==> config.mk <==
export PLATFORM = sky130hd
export DESIGN_NAME = jpti_lane
export DESIGN_NICKNAME = d
export VERILOG_FILES = /design/src/sv/jpti_pkg.sv /design/src/sv/jpti_lane.sv
export SDC_FILE = /design/constraint.sdc
export NUM_CORES = 1
export LEC_CHECK = 0
export BUFFER_PORTS_ARGS = -buffer_cell sky130_fd_sc_hd__buf_2
export CAP_MARGIN = 20
export CORE_MARGIN = 4
export CORE_UTILIZATION = 35
export DETAILED_ROUTE_END_ITERATION = 10
export PLACE_DENSITY_LB_ADDON = 0.3
export SETUP_SLACK_MARGIN = 0.5
export SLEW_MARGIN = 15
export SYNTH_ARGS = -nofsm -noshare
export SYNTH_HDL_FRONTEND = slang
export SYNTH_SLANG_ARGS = --single-unit
==> constraint.sdc <==
create_clock -name vclk -period 11.1
set_clock_uncertainty 0.15 [all_clocks]
set_input_delay 1.665 -clock vclk [all_inputs]
set_output_delay 1.665 -clock vclk [all_outputs]
set_load 0.05 [all_outputs]
==> src/sv/jpti_pkg.sv <==
// ----------------------------------------------------------------------------
// jpti_pkg: shared types and constants
// Command codes, register indexes, fixed-point constants and the control
// struct used between the top level and the phase unit.
// ----------------------------------------------------------------------------
`default_nettype none

package jpti_pkg;

   // Field widths fixed by the interface
   localparam int SLOTS     = 6;
   localparam int SLOT_BITS = 16;
   localparam int PROG_BITS = 20;
   localparam int CMD_BITS  = 8;
   localparam int IDX_BITS  = 8;

   localparam logic [PROG_BITS-1:0] PROG_MAX = 20'hFFFFF;
   localparam logic [16:0]          ONE_Q15  = 17'd32768;

   // Command codes
   localparam logic [CMD_BITS-1:0] TOGGLE_CMD = 8'd4;
   localparam logic [CMD_BITS-1:0] LEAVE_CMD  = 8'd2;

   // Item kinds
   localparam logic KIND_TICK  = 1'b0;
   localparam logic KIND_ENTER = 1'b1;

   // Register indexes
   localparam logic [IDX_BITS-1:0] CSR_STEP       = 8'd0;
   localparam logic [IDX_BITS-1:0] CSR_HOME_A     = 8'd1;
   localparam logic [IDX_BITS-1:0] CSR_HOME_B     = 8'd2;
   localparam logic [IDX_BITS-1:0] CSR_REST_A     = 8'd3;
   localparam logic [IDX_BITS-1:0] CSR_REST_B     = 8'd4;
   localparam logic [IDX_BITS-1:0] CSR_REST_VALID = 8'd5;

   localparam logic [15:0] STEP_RESET = 16'd22;

   // Sequencer states
   typedef enum logic [3:0] {
      S_IDLE   = 4'b0001,
      S_LOOKUP = 4'b0010,
      S_INTERP = 4'b0100,
      S_MIX    = 4'b1000
   } seq_state_type;

   // Stage enables for the phase unit
   typedef struct packed {
      logic load_lookup;
      logic load_interp;
   } phase_ctl_type;

endpackage

`default_nettype wire

==> src/sv/jpti_lane.sv <==
// ----------------------------------------------------------------------------
// jpti_lane: one joint blend
// Mixes start and target by the phase: floor((ph*tgt + (1-ph)*start + half)
// / 2^15), a convex mix that stays in the position range.
// ----------------------------------------------------------------------------
`default_nettype none

module jpti_lane (
   input  wire logic        [15:0] phase,
   input  wire logic signed [15:0] target,
   input  wire logic signed [15:0] start,
   output logic signed      [15:0] cmd_pos
);

   logic signed [16:0] ph_s;
   logic signed [16:0] inv_s;
   logic signed [32:0] prod_tgt;
   logic signed [32:0] prod_start;
   logic        [33:0] mix;

   always_comb begin
      ph_s       = $signed({1'b0, phase});
      inv_s      = $signed(jpti_pkg::ONE_Q15 - {1'b0, phase});
      prod_tgt   = ph_s * target;
      prod_start = inv_s * start;
      mix        = {prod_tgt[32], prod_tgt} + {prod_start[32], prod_start} + 34'd16384;
      // arithmetic shift by 15, keep the position bits
      cmd_pos    = $signed(mix[30:15]);
   end

endmodule

`default_nettype wire

==> results of run 1 <==
## logic make-up after synthesis
| kind of cell | Yosys count |
|---|---|
| compound gates | 53 |
| xor+xnor | 50 |
| fa+ha+maj | 674 |
| buf+inv | 683 |
| simple gates | 585 |
## area by class of cell
type / count / area (µm²)
Fill cell: 5266 / 31100
Inverter: 597 / 2240
Multi-Input combinational cell: 1362 / 16700
Tap cell: 688 / 861
Timing Repair Buffer: 212 / 1680
## Yosys cell counts, types with 9 or more instances
master    instances  share of area [%]
xor2_1           12               0.57
xnor2_1          38                1.8
clkbuf_1         72                1.5
a21o_1            9               0.36
nand2_1         289                5.8
ha_1            161                 11
and2_1          212                7.2
nor2_1           34               0.69
fa_1            513                 55
a21oi_1          14               0.38
o21ai_0           9               0.24
nand2b_1         11               0.37
inv_1           597                 12
nor3_1            9               0.24
## through the flow
| step | utilization, % | setup TNS, ns | cell area, µm² | worst slack (ns) |
|---|---|---|---|---|
| after floorplan | - | 0 | 18800 | 0.134 |
| after global placement | 39.2 | -0.749 | 20600 | -0.245 |
| after detailed placement | 39.2 | -2.64 | 20600 | -0.446 |
| after CTS | 39.9 | -0.0536 | 21000 | -0.0477 |
| after global routing | 40.9 | -0.988 | 21500 | -0.249 |
| final | 40.9 | -0.0554 | 21500 | -0.0460 |
## worst paths after layout
path / cells past startpoint / slack, ns / endpoint
min: 7 / 4.23 / cmd_pos[15]
max: 26 / -0.05 / cmd_pos[15]
## metal layers
layer / up-vias / GRT usage (%)
li1: 5991 / -
met1: 7052 / 22.8
met2: 215 / 34.3
met3: 48 / 0.647
met4: 0 / 2.43
met5: - / 0
## repair_timing
action                     4_1_cts  5_1_grt
buffers inserted                 9        8
gates resized for setup         72      104
cloned                           1        1
setup endpoints to repair       16       16
pin swaps                       31       59
==> metrics, run 1 <==
status complete, but fails checks; failing checks setup timing; number of antenna violations at the first check in global routing 0; Slew Viols, Final 0; FP Rows 84; Die ar. 0.0567 mm²; wire length on met3 1480 µm; most common cell after layout, fill and taps aside inv_1; Top Metal Used met4; compound-cell area share of the yosys netlist 1.88%; chip width 238 µm; WHS 4.23 ns; Via density 4.65; simple logic cell fraction of the synthesized area 15.5%; CP peak stage delay 0.58 ns; post-synth net total 2,767; Seq Cell Count 0; I/O pin cnt 64; Rel. slew slack 60.1%; post-DP HPWL 42,200 µm; die height 238 µm; Total GRT Usage 17.8%; Max Fclk 89.7 MHz; Post-Synth XOR/XNOR Area 2.36%; mux cell area share after synthesis 0%; Hold Crit Class in -> out; RePlAce Congestion 0.886; crit-path max FO 6; Buf+Inv Stages, Crit Path 5; Layout area overhead 15.9%; antenna-violating nets left 0; largest net degree at the start of global routing 31; Synth Cell Area 0.0185 mm²; CP Launch Type input port; most frequent CP cell fa_1; CP Class in -> out; share of cells above drive strength 1 15.3%; Final #Nets 2,895; metal1 wirelength 19,500 µm; via count 13.3k; register area 0 µm²; global-route wire length before repair 81,300 µm; routed len/inst 16.9 µm; CP startpoint phase[9]; crit end category output pin; largest family of logic cells by synthesized area adder cells; DRT Pass-1 Iters 5; sequential fraction of the synthesis area 0%; Tcrit/Tclk final 100%; cell count after synthesis 2,045; diode count 0; Final Setup Violations 2; Starting Density 35.3%; min-delay src phase[15]; Finished Layout Cells 2,859; Critical Path AT 9.33 ns; Port Buf Inserts 64; CLK BUF 0; Final Worst Setup Slack -0.0460 ns; global route overflow 0; Core Area 0.0526 mm²; Worst-Margin Slew 0.594 ns; MaxCap Viol Count 0; Min Clock Period, post-route 11.15 ns; most frequent cells in the layout inv_1, fa_1, nand2_1; Crit path required time 9.29 ns; CP top delay family adder cells; RSZ-0062 raised after global routing true; final wirelength 48,200 µm; DRT iter0 DRCs 491; hold buffers post-CTS 0; Synth Area in Adders 66.2%; count of different cell masters after synthesis 44; final hold violations 0; Synth Area per Inst 9.07 µm²; Ys Warns 0; met2 WL post-DR 26,500 µm; slowest cell on the critical path fa_2; DRC viols 0; vias in the first global route 15.5k; placed cells 2,840
Power of run 1 is not shown: default switching activity piles up to over one toggle a cycle in this logic, so the estimate is an artifact.
==> run 2, diff against run 1 <==
--- a/config.mk
+++ b/config.mk
@@ -10,9 +10,8 @@
 export CORE_MARGIN = 4
 export CORE_UTILIZATION = 35
 export DETAILED_ROUTE_END_ITERATION = 10
-export PLACE_DENSITY_LB_ADDON = 0.3
 export SETUP_SLACK_MARGIN = 0.5
-export SLEW_MARGIN = 15
+export SLEW_MARGIN = 40
 export SYNTH_ARGS = -nofsm -noshare
 export SYNTH_HDL_FRONTEND = slang
 export SYNTH_SLANG_ARGS = --single-unit
==> constraint.sdc (replaced) <==
create_clock -name vclk -period 13
set_clock_uncertainty 0.15 [all_clocks]
set_input_delay 1.95 -clock vclk [all_inputs]
set_output_delay 1.95 -clock vclk [all_outputs]
set_load 0.05 [all_outputs]
==> run 2 against run 1 <==
Compared with the run above: the run now ends clean; non-clock buffer count decreased by 114; final cell count decreased by 4.0%; design area decreased by 8.2%; count of clock-buffer cells in the layout unchanged; critical path depth unchanged; sequential share of layout area unchanged; first-iteration DRC count increased by 8.4%; global-route usage increased by 0.096 points; via count decreased by 1.6%; die area unchanged; worst hold slack improved by 0.59 ns; sequential cell count unchanged.
==> metrics, run 2 (synthesis results as in run 1) <==
status complete, no violations; final wirelength 48,300 µm; Final Setup Violations 0; Rel. slew slack 44.0%; Crit path required time 10.90 ns; Via density 4.77; Max Fclk 81.9 MHz; hold endpoint cmd_pos[15]; slowest cell on the critical path fa_1; Starting Density 35.3%; global-route wire length before repair 80,900 µm; number of antenna violations at the first check in global routing 1; vias in the first global route 15.3k; fill count 5,392; FP Rows 84; MaxCap Viol Count 0; min-delay src phase[15]; most frequent CP cell fa_1; Port Buf Inserts 64; CP top delay family adder cells; diode count 0; WP depth 26; CLK BUF 0; Critical Path AT 10.11 ns; Final Worst Setup Slack 0.795 ns; Final #Nets 2,781; Min Clock Period, post-route 12.21 ns; hold path cells 7; Tcrit/Tclk final 93.9%; via count 13.1k; hold buffers post-CTS 0; DRT iter0 DRCs 532; Total GRT Usage 17.9%; DP Worst Slack 0.195 ns; die height 238 µm; share of cells above drive strength 1 6.13%; most frequent cells in the layout inv_1, fa_1, nand2_1; register area 0 µm²; Final Cell Area 0.0197 mm²; Worst-Margin Slew 0.831 ns; CP Class in -> out; RePlAce Congestion 0.931; Slew Viols, Final 0; crit-path max FO 8; chip width 238 µm; Die ar. 0.0567 mm²; CP Launch Type input port; routed len/inst 17.6 µm; TNS Setup 0 ns; DRC viols 0; Core Area 0.0526 mm²; final hold violations 0; I/O pin cnt 64; Hold Crit Class in -> out; DRT Pass-1 Iters 5; largest net degree at the start of global routing 24; Seq Cell Count 0; antenna-violating nets left 0; most common cell after layout, fill and taps aside inv_1; post-DP HPWL 42,000 µm; Buf+Inv Stages, Crit Path 5; global route overflow 0; WHS 4.82 ns; crit end category output pin; Layout area overhead 6.48%; CP peak stage delay 0.60 ns; dpl cell area 0.0196 mm²; RSZ-0062 raised after global routing true
-- run 2: cell count changes in the layout (fill, tap and decap cells not counted), moves of 7 or more --
cell,before,now
ha_1,151,161
buf_6,38,0
nor2_1,27,34
inv_2,9,0
fa_2,8,0
xnor2_2,11,3
inv_1,588,596
xnor2_1,23,35
buf_4,125,36
ha_4,10,0
a21oi_1,5,14
buf_2,43,60
fa_1,505,513
-- run 2: layer usage --
layer  vias up  part of all wire, %  track usage, %
met5         -                0.014               0
met4         2                  2.3            3.18
met3        62                  4.9            2.29
met2       310                   54            33.2
met1      6955                   39            22.6
li1       5763                    -               -
-- run 2: layout make-up --
class / count / area, µm² / share of cell area [%]
Timing Repair Buffer: 98 / 586 / 2.97
Inverter: 597 / 2240 / 11.4
Multi-Input combinational cell: 1362 / 16100 / 81.3
Tap cell: 688 / 861 / 4.36
-- run 2: how the worst max path moves through the flow --
stage	startpoint	slack, ns	end
floorplan	phase[1]	0.73	cmd_pos[14]
global placement	phase[4]	0.39	cmd_pos[14]
detailed placement	phase[4]	0.20	cmd_pos[14]
CTS	phase[8]	0.51	cmd_pos[15]
global route	phase[8]	0.49	cmd_pos[15]
finish	phase[8]	0.79	cmd_pos[15]
-- run 2: metrics by stage --
step	utilization (%)	cells
2_1_floorplan	-	2045
3_3_place_gp	37.3	2744
3_5_place_dp	37.3	2744
4_1_cts	37.4	2744
5_1_grt	37.6	2745
6_report	37.6	2745
-- run 2: what timing repair did --
item | 4_1_cts | 5_1_grt
setup endpoints to repair | 9 | 12
buffers inserted | 0 | 1
pin swaps | 0 | 1
gates resized for setup | 5 | 21
cloned | 0 | 0
Power of run 2 is left out for the same reason.
==> run 3, diff against run 2 <==
==> constraint.sdc (replaced) <==
create_clock -name vclk -period 13
set_clock_uncertainty 0.15 [all_clocks]
set_input_delay 1.95 -clock vclk [all_inputs]
set_output_delay 1.95 -clock vclk [all_outputs]
set_load 0.1 [all_outputs]
==> run 3 against run 2 <==
Compared with the run above: die area did not move; design area rose by 0.68%; critical path depth did not move; sequential share of layout area did not move; routed wire length rose by 0.38%; final cell count fell by 0.11%; largest cell class unchanged; first-iteration DRC count rose by 12%; maximum frequency rose by 0.30%; sequential cell count did not move; global-route usage barely moved; via count fell by 1.5%; count of clock-buffer cells in the layout did not move.
==> metrics, run 3 (synthesis results as in run 1) <==
MaxCap Viol Count 0; final wirelength 48,500 µm; Worst-Margin Slew 0.809 ns; most frequent CP cell fa_1; die height 238 µm; Port Buf Inserts 64; CP top delay family adder cells; Total GRT Usage 17.9%; RSZ-0062 raised after global routing false; Crit path required time 10.90 ns; Starting Density 35.3%; crit-path max FO 12; slowest cell on the critical path fa_1; CP Launch Type input port; vias in the first global route 15.2k; DRT iter0 DRCs 596; Final Setup Violations 0; CP peak stage delay 0.58 ns; post-DP HPWL 42,000 µm; Hold Crit Class in -> out; Final #Nets 2,778; Min Clock Period, post-route 12.17 ns; hold buffers post-CTS 0; Layout area overhead 7.20%; status complete, no violations; global-route wire length before repair 80,600 µm; DRT Pass-1 Iters 5; Critical Path AT 10.07 ns; Core Area 0.0526 mm²; CP Class in -> out; Max Fclk 82.2 MHz; via count 12.9k; share of cells above drive strength 1 5.94%; crit end category output pin; WP depth 26; DRC viols 0; Via density 4.70; global route overflow 0; Buf+Inv Stages, Crit Path 5; final hold violations 0; most frequent cells in the layout inv_1, fa_1, nand2_1; Die ar. 0.0567 mm²; Slew Viols, Final 0; most common cell after layout, fill and taps aside inv_1; number of antenna violations at the first check in global routing 0; Tcrit/Tclk final 93.6%; I/O pin cnt 64; RePlAce Congestion 0.916; routed len/inst 17.7 µm; FP Rows 84; hold path cells 6; register area 0 µm²; Rel. slew slack 46.1%; Core Util, Final 37.8%; largest net degree at the start of global routing 32; Seq Cell Count 0; diode count 0; TNS Setup 0 ns; antenna-violating nets left 0; CLK BUF 0; chip width 238 µm
[run 3: cell count changes in the layout (fill, tap and decap cells not counted), sizes merged]
cell      before  now
buf           96   94
clkbuf         2    1
clkinvlp       1    0
inv          596  597
[run 3: area by class of cell]
class	count	area [µm²]
timing repair buffer	95	721
inverter	597	2240
fill	5372	32700
multi-input combinational	1362	16100
tap	688	861
[run 3: routing by layer]
| metal | wire (µm) | global-route usage (%) |
|---|---|---|
| met5 | 0 | 0 |
| met4 | 1560 | 4.47 |
| met3 | 2060 | 1.76 |
| met2 | 25700 | 33.1 |
| met1 | 19200 | 22.5 |
[run 3: path summary, 6_finish.rpt]
path | startpoint | endpoint
worst max-delay path | phase[9] | cmd_pos[9]
worst min-delay path | phase[15] | cmd_pos[15]
[run 3: repair_timing]
item / CTS / global route
endpoints found under the setup margin: 0 / 14
setup buffers: 0 / 0
resized for setup: 0 / 11
[run 3: per-stage QoR]
step	std cells	worst slack [ns]	hold slack, ns	cell area [µm²]
after floorplan	2045	0.509	4.46	18600
after global placement	2742	0.636	4.74	19800
after detailed placement	2742	0.576	4.74	19800
after CTS	2742	0.566	4.75	19800
after global routing	2742	0.506	4.80	19900
final	2742	0.831	4.75	19900
Power of run 3 is left out for the same reason.
